## config.mk

```make
export PLATFORM = sky130hd
export DESIGN_NAME = lpbfs_row_eval
export DESIGN_NICKNAME = d
export VERILOG_FILES = /design/src/design/led_pwm_blink_frame_scanner_unit_assert.svh /design/src/design/lpbfs_pkg.sv /design/src/design/lpbfs_row_eval.sv
export SDC_FILE = /design/constraint.sdc
export NUM_CORES = 1
export LEC_CHECK = 0
export BUFFER_PORTS_ARGS = -buffer_cell sky130_fd_sc_hd__buf_2
export CORE_MARGIN = 1.5
export CORE_UTILIZATION = 41
export DETAILED_ROUTE_END_ITERATION = 10
export GPL_TIMING_DRIVEN = 0
export PLACE_DENSITY = 0.73
export SLEW_MARGIN = 10
export SYNTH_ARGS = -nofsm -noshare
export SYNTH_HDL_FRONTEND = slang
export SYNTH_SLANG_ARGS = --single-unit
```

## constraint.sdc

```tcl
create_clock -name vclk -period 8.01
set_clock_uncertainty 0.15 [all_clocks]
set_input_delay 1.602 -clock vclk [all_inputs]
set_output_delay 1.602 -clock vclk [all_outputs]
set_load 0.02 [all_outputs]
```

## src/design/led_pwm_blink_frame_scanner_unit_assert.svh

```systemverilog
// assertion macros shared by the led pwm blink frame scanner rtl
// expects clk_i and rst_ni in the scope where a macro is used
`ifndef LED_PWM_BLINK_FRAME_SCANNER_UNIT_ASSERT_SVH
`define LED_PWM_BLINK_FRAME_SCANNER_UNIT_ASSERT_SVH

// same-cycle implication, checked outside reset
`define LPBFS_ASSERT_IMPLIES(label, ante, cons, msg) \
  label: assert property (@(posedge clk_i) disable iff (!rst_ni) \
    (ante) |-> (cons)) else $error(msg);

// next-cycle implication, checked outside reset
`define LPBFS_ASSERT_NEXT(label, ante, cons, msg) \
  label: assert property (@(posedge clk_i) disable iff (!rst_ni) \
    (ante) |=> (cons)) else $error(msg);

`endif

```

## src/design/lpbfs_pkg.sv

```systemverilog
// types, constants and the gamma table of the led pwm blink frame scanner
// no dependencies
`timescale 1ns / 1ps

package lpbfs_pkg;

  localparam int LedsPerDriver = 8;
  localparam int LumSteps      = 32;
  localparam int BlinkShift    = 5;

  localparam int LumW     = 5;
  localparam int BlinkW   = 8;
  localparam int StatusW  = 8;
  localparam int LevelW   = 4;
  localparam int LedIdxW  = 6;
  localparam int LaneW    = 3;
  localparam int DrvIdxW  = 3;
  localparam int CfgIdxW  = 4;
  localparam int CfgDataW = 8;

  // item kinds
  localparam logic KindWrite = 1'b0;
  localparam logic KindTick  = 1'b1;

  // configuration register indexes
  localparam logic [CfgIdxW-1:0] CfgOffCode = CfgIdxW'(0);
  localparam logic [CfgIdxW-1:0] CfgOnCode  = CfgIdxW'(1);

  localparam logic [StatusW-1:0] OffCodeRst = StatusW'(0);
  localparam logic [StatusW-1:0] OnCodeRst  = StatusW'(1);

  typedef struct packed {
    logic [StatusW-1:0] status;
    logic [LevelW-1:0]  level;
  } led_entry_t;

  // control handed from the sequencer to the row evaluator
  typedef struct packed {
    logic [StatusW-1:0] off_code;
    logic [StatusW-1:0] on_code;
    logic [LumW-1:0]    lum_phase;
    logic [BlinkW-1:0]  blink_phase;
    logic               dark;
  } eval_ctrl_t;

  typedef enum logic [1:0] {
    ST_IDLE,
    ST_READ,
    ST_SEND
  } lpbfs_state_e;

  function automatic logic [LumW-1:0] gamma_lut(input logic [LevelW-1:0] lvl);
    logic [LumW-1:0] g;
    case (lvl)
      4'd0:    g = 5'd0;
      4'd1:    g = 5'd1;
      4'd2:    g = 5'd2;
      4'd3:    g = 5'd3;
      4'd4:    g = 5'd4;
      4'd5:    g = 5'd6;
      4'd6:    g = 5'd8;
      4'd7:    g = 5'd10;
      4'd8:    g = 5'd12;
      4'd9:    g = 5'd14;
      4'd10:   g = 5'd17;
      4'd11:   g = 5'd19;
      4'd12:   g = 5'd22;
      4'd13:   g = 5'd25;
      4'd14:   g = 5'd28;
      default: g = LumW'(LumSteps - 1);
    endcase
    return g;
  endfunction

endpackage

```

## src/design/lpbfs_row_eval.sv

```systemverilog
// shared row evaluator: turns one driver row of led entries into a byte
// depends on lpbfs_pkg
`timescale 1ns / 1ps

module lpbfs_row_eval import lpbfs_pkg::*; (
  input  led_entry_t               row_i [LedsPerDriver],
  input  logic [LedsPerDriver-1:0] row_vld_i,
  input  eval_ctrl_t               ctrl_i,
  output logic [LedsPerDriver-1:0] byte_o
);

  led_entry_t      ent [LedsPerDriver];
  logic [LumW-1:0] eff [LedsPerDriver];
  logic [LedsPerDriver-1:0] lit;

  always_comb begin
    for (int p = 0; p < LedsPerDriver; p++) begin
      // entries never written read as zero
      ent[p] = row_vld_i[p] ? row_i[p] : '0;
      eff[p] = LumW'(ctrl_i.lum_phase + LumW'(p));
      lit[p] = (ent[p].status != ctrl_i.off_code)
            && (gamma_lut(ent[p].level) >= eff[p])
            && ((ent[p].status == ctrl_i.on_code)
                || ((ent[p].status & ctrl_i.blink_phase) != '0));
      // first led of the group lands in the msb
      byte_o[LedsPerDriver-1-p] = lit[p] & ~ctrl_i.dark;
    end
  end

endmodule

```

==> metrics.md <==
| Metric | Value |
|---|---|
| Tcrit/Tclk final | `77.9%` |
| Critical Path AT | `4.49 ns` |
| Post-CTS setup-driven buffer insertion count | `0` |
| Area share of the largest cell type after synthesis | `13.8%` |
| Max_slew headroom | `25.7%` |
| Setup violation total in the final timing report | `0` |
| Hold WC Path Type | `primary input to output pin` |
| Max frequency | `160 MHz` |
| Number of vias in the routed layout | `6762` |
| HPWL Detailed | `15100 um` |
| Max Cap Violations | `0` |
| Synthesized netlist cell count | `810` |
| Number of gates given a new drive strength after cts | `0` |
| CP Data Required Time | `between 6 and 7 ns` |
| Largest cells by area after synthesis | `sky130_fd_sc_hd__ha_1 14%, sky130_fd_sc_hd__a22oi_1 13%, sky130_fd_sc_hd__xnor2_1 7.9%, sky130_fd_sc_hd__o21ai_0 6.2%, sky130_fd_sc_hd__xor2_1 5.9%` |
| Vias in the first global route | `5956` |
| Initial antenna violation count | `0` |
| Pleak | `between 2 and 3 nW` |
| Post-Place Cell Area | `6210 sq um` |
| DIE WIDTH | `119 um` |
| Seq_cells | `0` |
| Cell with the most instances after synthesis | `sky130_fd_sc_hd__a22oi_1` |
| Port bufs | `between 90 and 100` |
| Number of standard-cell rows in the floorplan | `42` |
| Slew at the pin closest to its max-slew limit | `1.11 ns` |
| Maximum number of pins on one net before global-route repair | `11` |
| Initial DRT Pass Iterations | `6` |
| Total DRC errors in the routed layout | `0` |
| Number of endpoints with negative hold slack in the final report | `0` |
| Boundary pin count | `142` |
| Starting DRC count in detailed routing | `851` |
| Area used by multi-input combinational logic | `around 5000 sq um` |
| Number of antenna cells inserted | `0` |
| Via-per-instance ratio | `6.27` |
| Power density cells | `57.0 nW/um^2` |
| Initial standard-cell utilization of the core | `41.9%` |
| Post-route cell area | `just over 6000 sq um` |
| Unrepaired setup endpoints after global routing | `false` |
| TNS Setup | `0 ns` |
| Antenna-violating nets left | `0` |
| Endpoint class of the critical path | `output pin` |
| Part of the Yosys area used for sequential elements | `0%` |
| Status | `finished clean` |
| CORE AREA | `~13000 sq um` |
| Fillers | `1437` |
| Cell taking the most area after synthesis | `sky130_fd_sc_hd__ha_1` |
| Number of nets produced by synthesis | `1005` |
| Number of warnings printed during yosys synthesis | `0` |
| Die area | `14200 sq um` |
| Minimum period implied by the final worst setup slack | `6.24 ns` |
| Count of clock-net buffers in the final layout | `0` |
| Placer congestion estimate | `1.01` |
| CTS Hold Buffers Added | `0` |
| Average cell area after synthesis | `a little under 7 sq um` |
| Kind of launch point of the worst setup path | `primary input` |
| FF+latch area | `0 sq um` |
| Global route total overflow | `0` |
| Worst-path maximum fanout | `10` |
| Layout area overhead | `12.3%` |
| Top cell types by occurrence after synthesis | `94 x sky130_fd_sc_hd__a22oi_1, 77 x sky130_fd_sc_hd__nand2_1, 69 x sky130_fd_sc_hd__o21ai_0` |
| Per-cell routed wire length | `18.9 um` |
| IR drop worst, VDD | `between 0.00003 and 0.00004 V` |
| Distinct cell type count after synthesis | `44` |
| Die height | `between 100 and 150 um` |
| Layout net count | `1099` |
| Fraction of final layout cells with drive strength greater than 1 | `between 10 and 15%` |
| Setup CP Type | `primary input to output pin` |
| Total Routing Usage GR | `27.3%` |
| Routed WL | `20300 um` |
| Synth Cell Area | `5530 sq um` |
| Wire length of the first global-routing pass | `31300 um` |
| Pins Over Slew Limit | `0` |
[stage by stage]
step	instances	total power, mW	hold WS, ns	utilization [%]	worst slack [ns]
global placement	1078	0.340	3.55	47.1	1.80
CTS	1078	0.347	3.55	47.1	1.84
detailed placement	1078	0.346	3.55	47.1	1.86
global route	1078	0.392	3.58	47.1	1.63
finish	1078	0.354	3.57	47.1	1.77
floorplan	810	0.233	3.11	-	2.23
[area by class of cell]
class	instances	area share, %
Inverter	36	2.18
Buffer	76	6.13
Timing Repair Buffer	92	7.42
Multi-Input combinational cell	698	80.7
Tap cell	176	3.55
[power by group]
group          internal (mW)  leakage, nW  switching, mW
combinational          0.145         2.52          0.209
clock                      0            0              0
sequential                 0            0              0
total                  0.145         2.52          0.209
[critical path, stage by stage]
cell and delay (ns):
sky130_fd_sc_hd__clkbuf_1 0.32, sky130_fd_sc_hd__nor2_1 0.96, sky130_fd_sc_hd__a22oi_1 0.16, sky130_fd_sc_hd__or4_1 0.53
sky130_fd_sc_hd__a2111oi_1 0.62, sky130_fd_sc_hd__buf_2 0.29
[cell usage in the layout (no fill, tap or decap), types with 2 or more instances in the layout]
cell type	netlist	routed
sky130_fd_sc_hd__o21ai_0	69	69
sky130_fd_sc_hd__clkbuf_1	47	47
sky130_fd_sc_hd__buf_6	8	8
sky130_fd_sc_hd__o21bai_1	8	8
sky130_fd_sc_hd__o32ai_1	23	23
sky130_fd_sc_hd__a22oi_1	94	94
sky130_fd_sc_hd__xor2_1	37	37
sky130_fd_sc_hd__and2_1	11	11
sky130_fd_sc_hd__buf_4	5	5
sky130_fd_sc_hd__nand3_1	16	16
sky130_fd_sc_hd__a211oi_1	8	8
sky130_fd_sc_hd__nand2_1	77	77
sky130_fd_sc_hd__buf_2	13	105
sky130_fd_sc_hd__a21boi_0	5	5
sky130_fd_sc_hd__a2111oi_1	7	7
sky130_fd_sc_hd__inv_1	34	34
sky130_fd_sc_hd__o211ai_1	5	5
sky130_fd_sc_hd__a31oi_1	6	6
sky130_fd_sc_hd__ha_1	61	61
sky130_fd_sc_hd__nand4_1	8	8
sky130_fd_sc_hd__o21ai_1	2	2
sky130_fd_sc_hd__o211a_1	2	2
sky130_fd_sc_hd__o311ai_0	2	2
sky130_fd_sc_hd__xnor2_1	50	50
sky130_fd_sc_hd__and2b_1	7	7
sky130_fd_sc_hd__nor2_1	31	31
sky130_fd_sc_hd__mux2_2	2	2
sky130_fd_sc_hd__a32o_1	32	32
sky130_fd_sc_hd__and3_1	3	3
sky130_fd_sc_hd__mux2i_1	8	8
sky130_fd_sc_hd__buf_1	3	3
sky130_fd_sc_hd__nor2b_1	49	49
sky130_fd_sc_hd__or4_1	8	8
sky130_fd_sc_hd__inv_2	2	2
sky130_fd_sc_hd__a21oi_1	23	23
sky130_fd_sc_hd__nand2b_1	21	21
sky130_fd_sc_hd__nor4_1	8	8
sky130_fd_sc_hd__o22ai_1	9	9
[metal layers]
layer	part of all wire (%)	vias to the layer above	wire [um]	GRT usage [%]
li1	-	3208	-	-
met1	41	3056	8300	36.0
met2	43	432	8810	44.3
met3	12	66	2480	5.12
met4	3.7	0	754	10.0
met5	0	-	0	0
[logic make-up (layout without fill, tap and decap cells)]
family | Yosys count | count (layout) | synth area share, %
mux | 10 | 10 | 1.86
compound gates | 297 | 297 | 38.3
buf+inv | 112 | 204 | 9.33
simple gates | 243 | 243 | 22.9
xor+xnor | 87 | 87 | 13.8
fa+ha+maj | 61 | 61 | 13.8
[final timing paths]
kind,to,from,cells past startpoint
max,byte_o[3],ctrl_i[16],6
min,byte_o[5],ctrl_i[0],3
(Power assumes the default switching activity.)
